===== src/hw/rtl/mcd_pkg.sv =====
// ----------------------------------------------------------------------------
// mcd_pkg
// Shared widths, codes and reset values for the media clock discipline core.
// ----------------------------------------------------------------------------
package mcd_pkg;

	// field widths
	localparam int OP_W       = 2;
	localparam int CLOCK_W    = 62;
	localparam int PROC_W     = 40;
	localparam int BYTES_W    = 21;
	localparam int BYTES_MAG_W = BYTES_W - 1;
	localparam int NPB_W      = 32;
	localparam int GAIN_W     = 16;
	localparam int SNAP_W     = 40;

	// stream packing
	localparam int IN_DATA_W  = 192;
	localparam int OUT_DATA_W = 64;
	localparam int START_LSB  = 0;
	localparam int PROC_LSB   = START_LSB + CLOCK_W;
	localparam int BYTES_LSB  = PROC_LSB + PROC_W;
	localparam int WALL_LSB   = BYTES_LSB + BYTES_W;

	// config port
	localparam int CFG_IDX_W  = 2;
	localparam int CFG_DATA_W = 40;

	// shared multiplier
	localparam int MUL_W          = 32;
	localparam int BYTE_FRAC_BITS = 16;
	localparam int Q_LIMIT_BITS   = 46;
	localparam logic [MUL_W-1:0] NS_PER_US = 32'd1000;

	// parameter defaults
	localparam int TIME_BITS_DEF      = 64;
	localparam int GAIN_FRAC_BITS_DEF = 16;

	// register reset values
	localparam logic [NPB_W-1:0]  NPB_RST   = 32'd341333;
	localparam logic [GAIN_W-1:0] LGAIN_RST = 16'd1311;
	localparam logic [GAIN_W-1:0] SGAIN_RST = 16'd3277;
	localparam logic [SNAP_W-1:0] SNAP_RST  = 40'd250000000;

	typedef logic [OP_W-1:0]      mcd_op_t;
	typedef logic [CFG_IDX_W-1:0] mcd_reg_idx_t;

	// item kinds
	localparam mcd_op_t OP_START = 2'd0;
	localparam mcd_op_t OP_QUERY = 2'd1;
	localparam mcd_op_t OP_STOP  = 2'd2;
	localparam mcd_op_t OP_HOLD  = 2'd3;

	// register indexes
	localparam mcd_reg_idx_t REG_NS_PER_BYTE = 2'd0;
	localparam mcd_reg_idx_t REG_LAT_GAIN    = 2'd1;
	localparam mcd_reg_idx_t REG_SLEW_GAIN   = 2'd2;
	localparam mcd_reg_idx_t REG_SNAP_LIMIT  = 2'd3;

endpackage


===== src/hw/rtl/media_clock_discipline_core.sv =====
// ----------------------------------------------------------------------------
// media_clock_discipline_core
// Wall-time media clock, disciplined by audio device progress.
// ----------------------------------------------------------------------------
// Sequencing: start, stop and unused-code beats and stopped queries go from decode
//   to emit; a running query walks the datapath steps first. Emit waits for output room.
// Flow: one beat at a time, accepted only when idle; every step runs through one shared
//   32x32 multiplier and one shared add/subtract with saturation.
// Reset: async, active low; clears run/lock/seed state, the time registers and
//   the output valid, and loads the config register defaults.
module media_clock_discipline_core
	import mcd_pkg::*;
#(
	parameter int TIME_BITS      = TIME_BITS_DEF,
	parameter int GAIN_FRAC_BITS = GAIN_FRAC_BITS_DEF
) (
	input  logic                  clk,
	input  logic                  arst_n,
	// config write port
	input  logic                  cfg_we,
	input  mcd_reg_idx_t          cfg_index,
	input  logic [CFG_DATA_W-1:0] cfg_data,
	// input beats
	input  logic                  s_axis_tvalid,
	output logic                  s_axis_tready,
	// start_time_ns[61:0], processed_us[101:62], in_flight_bytes[122:102],
	// wall_ns[184:123], zero pad
	input  logic [IN_DATA_W-1:0]  s_axis_tdata,
	// op[1:0]
	input  mcd_op_t               s_axis_tuser,
	// result beats
	output logic                  m_axis_tvalid,
	input  logic                  m_axis_tready,
	// clock_ns[61:0], zero pad
	output logic [OUT_DATA_W-1:0] m_axis_tdata,
	// playing[0]
	output logic                  m_axis_tuser
);

	// Signed times carry TIME_BITS bits and saturate at +-TMAX = 2^(TIME_BITS-2)-1,
	// so a magnitude fits MAG_W bits. The adder is wide enough for a 62-bit wall
	// difference and for sums of two saturated times.
	localparam int MAG_W = TIME_BITS - 2;
	localparam int ACC_W = MAG_W + GAIN_W;
	localparam int ADD_W = (TIME_BITS > CLOCK_W) ? TIME_BITS : CLOCK_W + 1;
	localparam logic [MAG_W-1:0] TMAX_M = {MAG_W{1'b1}};
	localparam logic signed [ADD_W-1:0] TMAX_S = $signed(ADD_W'(TMAX_M));

	// sequencer codes
	localparam logic [4:0] ST_IDLE    = 5'd0;
	localparam logic [4:0] ST_DECODE  = 5'd1;
	localparam logic [4:0] ST_LAT     = 5'd2;
	localparam logic [4:0] ST_LDIFF   = 5'd3;
	localparam logic [4:0] ST_LABS    = 5'd4;
	localparam logic [4:0] ST_MUL_LO  = 5'd5;
	localparam logic [4:0] ST_MUL_HI  = 5'd6;
	localparam logic [4:0] ST_GFIN    = 5'd7;
	localparam logic [4:0] ST_LAPPLY  = 5'd8;
	localparam logic [4:0] ST_PROC_LO = 5'd9;
	localparam logic [4:0] ST_PROC_HI = 5'd10;
	localparam logic [4:0] ST_RAWD    = 5'd11;
	localparam logic [4:0] ST_RAWS    = 5'd12;
	localparam logic [4:0] ST_ELAP    = 5'd13;
	localparam logic [4:0] ST_PRED    = 5'd14;
	localparam logic [4:0] ST_ERR     = 5'd15;
	localparam logic [4:0] ST_EABS    = 5'd16;
	localparam logic [4:0] ST_SNAP    = 5'd17;
	localparam logic [4:0] ST_SAPPLY  = 5'd18;
	localparam logic [4:0] ST_CAND    = 5'd19;
	localparam logic [4:0] ST_EMIT    = 5'd20;

	function automatic logic signed [ADD_W-1:0] sat_time(input logic signed [ADD_W-1:0] v);
		logic signed [ADD_W-1:0] r;
		r = v;
		if (v < 0)
			r = '0;
		else if (v > TMAX_S)
			r = TMAX_S;
		return r;
	endfunction

	function automatic logic signed [ADD_W-1:0] sat_signed(input logic signed [ADD_W-1:0] v);
		logic signed [ADD_W-1:0] r;
		r = v;
		if (v > TMAX_S)
			r = TMAX_S;
		else if (v < -TMAX_S)
			r = -TMAX_S;
		return r;
	endfunction

	// config registers
	logic [NPB_W-1:0]  npb_q;
	logic [GAIN_W-1:0] lat_gain_q;
	logic [GAIN_W-1:0] slew_gain_q;
	logic [SNAP_W-1:0] snap_q;

	// control and clock state
	logic [4:0] state_q;
	logic       running_q;
	logic       seeded_q;
	logic       locked_q;
	logic       m_valid_q;
	logic signed [TIME_BITS-1:0] start_q;
	logic signed [TIME_BITS-1:0] smoothed_q;
	logic signed [TIME_BITS-1:0] base_q;
	logic signed [TIME_BITS-1:0] last_q;
	logic [CLOCK_W-1:0]          origin_q;

	// captured beat
	mcd_op_t            op_q;
	logic [CLOCK_W-1:0] in_start_q;
	logic [PROC_W-1:0]  proc_q;
	logic [BYTES_MAG_W-1:0] bytes_q;
	logic [CLOCK_W-1:0] wall_q;

	// scratch
	logic signed [TIME_BITS-1:0] t_q;    // raw latency, then predicted clock
	logic signed [TIME_BITS-1:0] x_q;    // signed value fed to the gain product
	logic                        neg_q;
	logic [MAG_W-1:0]            mag_q;  // |x|, then gain product magnitude
	logic [ACC_W-1:0]            acc_q;
	logic signed [TIME_BITS-1:0] d_q;
	logic signed [TIME_BITS-1:0] raw_q;
	logic signed [TIME_BITS-1:0] el_q;
	logic                        pass_q; // 0 latency smoothing, 1 slew
	logic [CLOCK_W-1:0]          res_clk_q;
	logic                        res_play_q;
	logic [CLOCK_W-1:0]          out_clk_q;
	logic                        out_play_q;

	// shared units
	logic signed [ADD_W-1:0] add_a, add_b, add_sum, sat_t, sat_s, wrap_v;
	logic                    add_sub;
	logic [MUL_W-1:0]        mul_a, mul_b;
	logic [2*MUL_W-1:0]      mul_p;
	logic [ACC_W-1:0]        gshift;
	logic                    q_big;
	logic [MAG_W-1:0]        gain_res;
	logic [ADD_W-1:0]        start_sat;
	logic signed [TIME_BITS-1:0] rawlat_w;
	logic                    out_load;

	assign s_axis_tready = (state_q == ST_IDLE);
	assign m_axis_tvalid = m_valid_q;
	assign m_axis_tdata  = OUT_DATA_W'(out_clk_q);
	assign m_axis_tuser  = out_play_q;
	assign out_load      = (state_q == ST_EMIT) && (!m_valid_q || m_axis_tready);

	// Adder operand select: one add or subtract per sequencer step.
	always_comb begin
		add_a   = '0;
		add_b   = '0;
		add_sub = 1'b0;
		unique case (state_q)
			ST_LDIFF: begin
				add_a   = ADD_W'(t_q);
				add_b   = ADD_W'(smoothed_q);
				add_sub = 1'b1;
			end
			ST_LABS, ST_EABS: begin
				add_b   = ADD_W'(x_q);
				add_sub = neg_q;
			end
			ST_LAPPLY: begin
				add_a   = ADD_W'(smoothed_q);
				add_b   = $signed(ADD_W'(mag_q));
				add_sub = neg_q;
			end
			ST_RAWD: begin
				add_a   = $signed(ADD_W'(acc_q));
				add_b   = ADD_W'(smoothed_q);
				add_sub = 1'b1;
			end
			ST_RAWS: begin
				add_a = ADD_W'(start_q);
				add_b = ADD_W'(d_q);
			end
			ST_ELAP: begin
				add_a   = $signed(ADD_W'(wall_q));
				add_b   = $signed(ADD_W'(origin_q));
				add_sub = 1'b1;
			end
			ST_PRED, ST_CAND: begin
				add_a = ADD_W'(base_q);
				add_b = ADD_W'(el_q);
			end
			ST_ERR: begin
				add_a   = ADD_W'(raw_q);
				add_b   = ADD_W'(t_q);
				add_sub = 1'b1;
			end
			ST_SNAP: begin
				add_a   = ADD_W'(raw_q);
				add_b   = ADD_W'(el_q);
				add_sub = 1'b1;
			end
			ST_SAPPLY: begin
				add_a   = ADD_W'(base_q);
				add_b   = $signed(ADD_W'(mag_q));
				add_sub = neg_q;
			end
			default: begin
			end
		endcase
	end

	assign add_sum = $signed(add_a + (add_sub ? ~add_b : add_b) + ADD_W'(add_sub));
	assign sat_t   = sat_time(add_sum);
	assign sat_s   = sat_signed(add_sum);
	// elapsed wall time wraps modulo 2^62
	assign wrap_v  = sat_time($signed(ADD_W'(add_sum[CLOCK_W-1:0])));

	// Multiplier operand select; wide products take a low and a high pass.
	always_comb begin
		mul_a = '0;
		mul_b = 32'(pass_q ? slew_gain_q : lat_gain_q);
		unique case (state_q)
			ST_LAT: begin
				mul_a = 32'(bytes_q);
				mul_b = npb_q;
			end
			ST_MUL_LO:  mul_a = mag_q[MUL_W-1:0];
			ST_MUL_HI:  mul_a = 32'(mag_q >> MUL_W);
			ST_PROC_LO: begin
				mul_a = proc_q[MUL_W-1:0];
				mul_b = NS_PER_US;
			end
			ST_PROC_HI: begin
				mul_a = 32'(proc_q >> MUL_W);
				mul_b = NS_PER_US;
			end
			default: begin
			end
		endcase
	end

	assign mul_p    = mul_a * mul_b;
	assign rawlat_w = $signed(TIME_BITS'(mul_p >> BYTE_FRAC_BITS));

	// Gain product: magnitude truncated toward zero, saturated at TMAX.
	assign gshift   = acc_q >> GAIN_FRAC_BITS;
	assign q_big    = (mag_q >> (GAIN_FRAC_BITS + Q_LIMIT_BITS)) != '0;
	assign gain_res = (q_big || (gshift > ACC_W'(TMAX_M))) ? TMAX_M : MAG_W'(gshift);

	assign start_sat = (ADD_W'(in_start_q) > ADD_W'(TMAX_M)) ? ADD_W'(TMAX_M)
		: ADD_W'(in_start_q);

	// Config writes
	always_ff @(posedge clk or negedge arst_n) begin
		if (!arst_n) begin
			npb_q       <= NPB_RST;
			lat_gain_q  <= LGAIN_RST;
			slew_gain_q <= SGAIN_RST;
			snap_q      <= SNAP_RST;
		end else if (cfg_we) begin
			unique case (cfg_index)
				REG_NS_PER_BYTE: npb_q       <= cfg_data[NPB_W-1:0];
				REG_LAT_GAIN:    lat_gain_q  <= cfg_data[GAIN_W-1:0];
				REG_SLEW_GAIN:   slew_gain_q <= cfg_data[GAIN_W-1:0];
				REG_SNAP_LIMIT:  snap_q      <= cfg_data[SNAP_W-1:0];
				default: begin
				end
			endcase
		end
	end

	// Sequencer and clock state
	always_ff @(posedge clk or negedge arst_n) begin
		if (!arst_n) begin
			state_q    <= ST_IDLE;
			running_q  <= 1'b0;
			seeded_q   <= 1'b0;
			locked_q   <= 1'b0;
			m_valid_q  <= 1'b0;
			start_q    <= '0;
			smoothed_q <= '0;
			base_q     <= '0;
			last_q     <= '0;
			origin_q   <= '0;
		end else begin
			if (out_load)
				m_valid_q <= 1'b1;
			else if (m_axis_tready)
				m_valid_q <= 1'b0;

			unique case (state_q)
				ST_IDLE: begin
					if (s_axis_tvalid)
						state_q <= ST_DECODE;
				end
				ST_DECODE: begin
					// only a running query enters the datapath
					state_q <= (op_q == OP_QUERY && running_q) ? ST_LAT : ST_EMIT;
					unique case (op_q)
						OP_START: begin
							running_q  <= 1'b1;
							seeded_q   <= 1'b0;
							locked_q   <= 1'b0;
							smoothed_q <= '0;
							start_q    <= TIME_BITS'(start_sat);
							base_q     <= TIME_BITS'(start_sat);
							last_q     <= TIME_BITS'(start_sat);
						end
						OP_STOP:  running_q <= 1'b0;
						OP_QUERY: begin
						end
						OP_HOLD: begin
						end
						default: begin
						end
					endcase
				end
				ST_LAT: begin
					// first sample seeds the average
					if (!seeded_q) begin
						smoothed_q <= rawlat_w;
						seeded_q   <= 1'b1;
						state_q    <= ST_PROC_LO;
					end else begin
						state_q <= ST_LDIFF;
					end
				end
				ST_LDIFF:   state_q <= ST_LABS;
				ST_LABS:    state_q <= ST_MUL_LO;
				ST_MUL_LO:  state_q <= ST_MUL_HI;
				ST_MUL_HI:  state_q <= ST_GFIN;
				ST_GFIN:    state_q <= pass_q ? ST_SAPPLY : ST_LAPPLY;
				ST_LAPPLY: begin
					smoothed_q <= TIME_BITS'(add_sum);
					state_q    <= ST_PROC_LO;
				end
				ST_PROC_LO: state_q <= ST_PROC_HI;
				ST_PROC_HI: state_q <= ST_RAWD;
				ST_RAWD:    state_q <= ST_RAWS;
				ST_RAWS: begin
					// first query after start locks the wall origin
					if (!locked_q) begin
						locked_q <= 1'b1;
						origin_q <= wall_q;
						base_q   <= TIME_BITS'(sat_t);
						last_q   <= TIME_BITS'(sat_t);
						state_q  <= ST_EMIT;
					end else begin
						state_q <= ST_ELAP;
					end
				end
				ST_ELAP:    state_q <= ST_PRED;
				ST_PRED:    state_q <= ST_ERR;
				ST_ERR:     state_q <= ST_EABS;
				ST_EABS: begin
					if (add_sum > $signed(ADD_W'(snap_q)))
						state_q <= ST_SNAP;
					else
						state_q <= ST_MUL_LO;
				end
				ST_SNAP, ST_SAPPLY: begin
					base_q  <= TIME_BITS'(sat_s);
					state_q <= ST_CAND;
				end
				ST_CAND: begin
					// clock never runs backwards
					if (sat_t > ADD_W'(last_q))
						last_q <= TIME_BITS'(sat_t);
					state_q <= ST_EMIT;
				end
				ST_EMIT: begin
					if (out_load)
						state_q <= ST_IDLE;
				end
				default: state_q <= ST_IDLE;
			endcase
		end
	end

	// Datapath scratch and result registers
	always_ff @(posedge clk) begin
		if (out_load) begin
			out_clk_q  <= res_clk_q;
			out_play_q <= res_play_q;
		end
		unique case (state_q)
			ST_IDLE: begin
				if (s_axis_tvalid) begin
					op_q       <= s_axis_tuser;
					in_start_q <= s_axis_tdata[START_LSB +: CLOCK_W];
					proc_q     <= s_axis_tdata[PROC_LSB +: PROC_W];
					wall_q     <= s_axis_tdata[WALL_LSB +: CLOCK_W];
					// negative in-flight count reads as zero
					bytes_q    <= s_axis_tdata[BYTES_LSB + BYTES_W - 1] ? '0
						: s_axis_tdata[BYTES_LSB +: BYTES_MAG_W];
				end
				pass_q <= 1'b0;
			end
			ST_DECODE: begin
				unique case (op_q)
					OP_START: begin
						res_clk_q  <= CLOCK_W'(start_sat);
						res_play_q <= 1'b1;
					end
					OP_HOLD: begin
						res_clk_q  <= running_q ? CLOCK_W'($unsigned(last_q)) : '0;
						res_play_q <= running_q;
					end
					default: begin
						res_clk_q  <= '0;
						res_play_q <= 1'b0;
					end
				endcase
			end
			ST_LAT: t_q <= rawlat_w;
			ST_LDIFF: begin
				x_q   <= TIME_BITS'(add_sum);
				neg_q <= add_sum[ADD_W-1];
			end
			ST_LABS: mag_q <= MAG_W'(add_sum);
			ST_EABS: begin
				mag_q  <= MAG_W'(add_sum);
				pass_q <= 1'b1;
			end
			ST_MUL_LO, ST_PROC_LO: acc_q <= ACC_W'(mul_p);
			ST_MUL_HI, ST_PROC_HI: acc_q <= acc_q + (ACC_W'(mul_p) << MUL_W);
			ST_GFIN: mag_q <= gain_res;
			ST_RAWD: d_q <= TIME_BITS'(sat_t);
			ST_RAWS: begin
				raw_q      <= TIME_BITS'(sat_t);
				res_clk_q  <= CLOCK_W'($unsigned(sat_t));
				res_play_q <= 1'b1;
			end
			ST_ELAP: el_q <= TIME_BITS'(wrap_v);
			ST_PRED: t_q <= TIME_BITS'(sat_s);
			ST_ERR: begin
				x_q   <= TIME_BITS'(sat_s);
				neg_q <= sat_s[ADD_W-1];
			end
			ST_CAND: begin
				res_clk_q  <= (sat_t > ADD_W'(last_q)) ? CLOCK_W'($unsigned(sat_t))
					: CLOCK_W'($unsigned(last_q));
				res_play_q <= 1'b1;
			end
			default: begin
			end
		endcase
	end

`ifndef SYNTH
	// lock is only reached after the latency average was seeded
	a_lock_needs_seed: assert property (@(posedge clk) disable iff (!arst_n)
		locked_q |-> seeded_q)
		else $error("clock locked without a seeded latency");

	// the candidate step never moves the returned clock backwards
	a_monotone: assert property (@(posedge clk) disable iff (!arst_n)
		(state_q == ST_CAND) |=> (last_q >= $past(last_q)))
		else $error("last clock decreased");

	// one beat at a time: busy right after an accept
	a_busy_after_accept: assert property (@(posedge clk) disable iff (!arst_n)
		(s_axis_tvalid && s_axis_tready) |=> !s_axis_tready)
		else $error("input accepted while busy");

	// a result only leaves through the emit step
	a_emit_path: assert property (@(posedge clk) disable iff (!arst_n)
		$rose(m_axis_tvalid) |-> ($past(state_q) == ST_EMIT))
		else $error("result valid raised outside emit");
`endif

endmodule


===== config.mk =====
export PLATFORM = sky130hd
export DESIGN_NAME = media_clock_discipline_core
export DESIGN_NICKNAME = d
export VERILOG_FILES = /design/src/hw/rtl/mcd_pkg.sv /design/src/hw/rtl/media_clock_discipline_core.sv
export SDC_FILE = /design/constraint.sdc
export NUM_CORES = 2
export LEC_CHECK = 0
export ABC_AREA = 0
export BUFFER_PORTS_ARGS = -buffer_cell sky130_fd_sc_hd__buf_4
export CORE_UTILIZATION = 50
export CTS_BUF_LIST = sky130_fd_sc_hd__clkbuf_4
export CTS_CLUSTER_DIAMETER = 60
export DETAILED_ROUTE_END_ITERATION = 8
export GPL_TIMING_DRIVEN = 0
export HOLD_SLACK_MARGIN = 0.1
export PLACE_DENSITY_LB_ADDON = 0.2
export SETUP_SLACK_MARGIN = 0.3
export SYNTH_ARGS = -nofsm -noshare
export SYNTH_HDL_FRONTEND = slang
export SYNTH_SLANG_ARGS = --single-unit

===== constraint.sdc =====
create_clock -name clk -period 16.5 [get_ports clk]
set_clock_uncertainty 0.2 [all_clocks]
set_input_delay 1.65 -clock clk [delete_from_list [all_inputs] [get_ports clk]]
set_output_delay 1.65 -clock clk [all_outputs]
set_load 0.05 [all_outputs]

==> flow_summary.toml <==
[setup_path]
worst_setup_path_start_kind = "register"
critPathArrivalTime_ps = 17640
crit_slowest_cell = "sky130_fd_sc_hd__clkbuf_1"
crit_top_cell = "sky130_fd_sc_hd__clkbuf_1"
critical_path.endpoint_type = "register"
worst-endpoint-required_ps = 17540
worst_path_largest_cell_delay_ps = 1140
timing_worst_setup_path_type = "reg -> reg"
path_max_fanout = 10

[global_routing]
track_usage_pct = 49.20
number_of_antenna_violations_at_the_first_check_in_global_routing = 53
first_global_vias = 80837
global_route.overflow_total = 0
grt_first_pass_wirelength_mm = 626.4
pin_count_of_the_biggest_net_entering_global_routing = 102

[sta]
final_hold_vio_count = 0
maximum_clock_frequency_mhz = 60.21
setup_ws_ps = -108.0
finalMaxSlewViolations = 91
fin_crit_sh_pct = 100.7
worst_pin_slew_ps = 1636
post-route-min-period_ps = 16610
grt_setup_unrepaired = "true"
hold-worst-slack_ps = 150.7
finalSetupViolations = 10
max_slew_margin_vs_limit_pct = -9.875

[clock_tree]
clk_pin_slew_worst_paths_ps = 70
tritoncts = "built"
clk_path_buf_depth = 4
cts.sinks = 1197
cts.root.buffer_cell = "sky130_fd_sc_hd__clkbuf_4"
post_cts_buffers = 0
numCtsBuffers = 342
insertion_delay_ps = 1490
clock_tree.htree_level_count = 5

[detailed_routing]
drt-initial-drc-count = 12819
num_vias = 80928
dr.pass1.iters = 9
vias_per_cell = 6.422
routedWlPerCell_um = 36.42
detail-route-antenna-nets = 0
drc_errors = 2
detail_route.wirelength_mm = 458.9

[finish]
register_area_sq_mm = 0.03385
area_of_the_multi_input_gates_sq_mm = 0.05277
most-common-layout-cells = "sky130_fd_sc_hd__inv_1 (1223), sky130_fd_sc_hd__nand2_1 (1191), sky130_fd_sc_hd__fa_1 (898)"
fin_util_pct = 56.84
fin_nets = 11447
drive_gt1_share_pct = 13.59
synthToLayoutAreaGrowth_pct = 12.97
fillCellCount = 15942
mostFrequentLayoutCell = "sky130_fd_sc_hd__inv_1"

[synthesis]
synth.yosys.seq_area_share_pct = 36.78
yosys.area_share.xor_xnor_pct = 2.203
synth-seq-cells = 1197
postSynth.asyncResetShare_pct = 35.76
synth_edf_count = 769
yosys.area_share.adder_pct = 26.02
synth_area_sq_mm = 0.09202
netlist.area_leader.share_pct = 25.09
synth.top_cells.by_area = "sky130_fd_sc_hd__edfxtp_1 (25%), sky130_fd_sc_hd__fa_1 (20%), sky130_fd_sc_hd__dfrtp_1 (11%), sky130_fd_sc_hd__ha_1 (6.5%), sky130_fd_sc_hd__inv_1 (5.0%)"
synth_largest_area_cell = "sky130_fd_sc_hd__edfxtp_1"
synth_warnings = 0
syn-mean-instance-area_sq_um = 10.30
synth_top_family_by_area = "adder cells"
post_synth_num_cell_types = 102
synth_compound_area_share_pct = 13.47
simple_gate_portion_of_the_synthesized_area_pct = 10.50
synthMuxAreaShare_pct = 3.870
post_synthesis_instance_total = 8936
ys_dominant_reg_cell = "sky130_fd_sc_hd__edfxtp_1"

[flow_run]
max_cap_viol_count = 13

[placement]
global_placer_s_final_weighted_congestion = 1.091
buffer_ports.inserted = 297
dp_worst_setup_slack_ps = -205.8
dp.final_hpwl_mm = 379.1

[min_path]
hold_class = "in -> reg"

[run_status]
failed_checks = "DRC, capacitance limit, slew limit, setup timing"
outcome = "finished with violations"

[floorplanning]
die_width_um = 431.0
core_sq_mm = 0.1829
initial_core_utilization_pct = 50.32
die_height_um = 431.0
design.die.area_sq_mm = 0.1858
rows = 157
io_pins = 308
-- cell families after synthesis --
logic type | count (synthesis)
flip-flops | 1197
multiplexers | 319
adder cells (fa/ha/maj) | 1375
AND/OR/NAND/NOR | 2276
other | 2
XOR/XNOR | 228
buffers and inverters | 1736
AO/OA/AOI/OAI | 1803
-- metrics by stage --
step / area (sq um) / instances / TNS, ps
floorplan: 92760 / 9131 / 0
global placement: 98070 / 11892 / -460920
detailed placement: 99260 / 11948 / -448.4
CTS: 103700 / 12557 / 0
global route: 103900 / 12572 / 0
finish: 104000 / 12601 / -904.5
-- path summary, 6_finish.rpt --
kind | from | end | slack (ps) | cells after the start
max | state_q[3] | res_clk_q[53] | -110 | 33
max reg2reg | state_q[3] | res_clk_q[53] | -110 | 33
min reg2reg | res_clk_q[38] | out_clk_q[38] | 210 | 0
min in group asynchronous | arst_n | last_q[18] | 490 | 2
max in group asynchronous | arst_n | start_q[58] | 13940 | 4
min | s_axis_tdata[162] | wall_q[39] | 150 | 1
-- worst max-delay path, delay by kind of cell, from the launching register on --
| family | cells | cell delay [ps] |
|---|---|---|
| AND/OR/NAND/NOR | 13 | 5900 |
| flip-flops | 1 | 460 |
| adder cells (fa/ha/maj) | 2 | 550 |
| buffers and inverters | 9 | 5950 |
| XOR/XNOR | 1 | 200 |
| multiplexers | 1 | 170 |
| AO/OA/AOI/OAI | 7 | 2810 |
-- cells in the mapped netlist (57+ instances only) --
| library cell | instances |
|---|---|
| sky130_fd_sc_hd__a222oi_1 | 247 |
| sky130_fd_sc_hd__nor2b_1 | 57 |
| sky130_fd_sc_hd__nand2_1 | 1193 |
| sky130_fd_sc_hd__a221o_1 | 87 |
| sky130_fd_sc_hd__a21oi_1 | 365 |
| sky130_fd_sc_hd__dfrtp_1 | 391 |
| sky130_fd_sc_hd__edfxtp_1 | 769 |
| sky130_fd_sc_hd__fa_1 | 898 |
| sky130_fd_sc_hd__clkbuf_1 | 451 |
| sky130_fd_sc_hd__nand3_1 | 117 |
| sky130_fd_sc_hd__nor2_1 | 579 |
| sky130_fd_sc_hd__ha_1 | 477 |
| sky130_fd_sc_hd__and2_1 | 62 |
| sky130_fd_sc_hd__nand4_1 | 69 |
| sky130_fd_sc_hd__xnor2_1 | 163 |
| sky130_fd_sc_hd__nor3_1 | 60 |
| sky130_fd_sc_hd__a22oi_1 | 84 |
| sky130_fd_sc_hd__mux2_2 | 283 |
| sky130_fd_sc_hd__a21o_1 | 130 |
| sky130_fd_sc_hd__xor2_1 | 61 |
| sky130_fd_sc_hd__inv_1 | 1223 |
| sky130_fd_sc_hd__o21ai_0 | 494 |
-- cell type report --
type                    instances  area share, %
multi-input cells            6198          50.76
flip-flops and latches       1197          32.56
inverters                    1230          4.441
clock buffers                 505          3.647
repair buffers                356          2.978
well taps                    2464          2.966
plain buffers                 506          1.923
clock inverters               103         0.6210
diodes                         42         0.1011
-- timing repair --
item	4_1_cts	5_1_grt
endpoints found under the hold margin	55	0
hold buffers	1	0
setup endpoints to repair	6	28
gates resized for setup	6	32
-- registers in the layout, indices dropped and copies added, names as in the netlist, 20 cells and up --
signal	cells
t_q	64
mag_q	62
bytes_q	20
wall_q	62
smoothed_q	64
origin_q	62
last_q	63
d_q	63
base_q	64
out_clk_q	62
res_clk_q	62
npb_q	32
snap_q	40
start_q	62
raw_q	63
acc_q	78
el_q	62
x_q	64
in_start_q	62
proc_q	40
-- layer usage --
| layer | track usage, % | share of wire, % | wire length, um | up-vias |
|---|---|---|---|---|
| li1 | - | - | - | 32499 |
| met1 | 56.38 | 34 | 153800 | 40139 |
| met2 | 74.17 | 43 | 199200 | 6378 |
| met3 | 14.52 | 12 | 54000 | 1896 |
| met4 | 45.34 | 11 | 51790 | 16 |
| met5 | 0 | 0.024 | 112 | - |
Power is not shown: default switching activity piles up to over one toggle a cycle in this logic, so the estimate is an artifact.
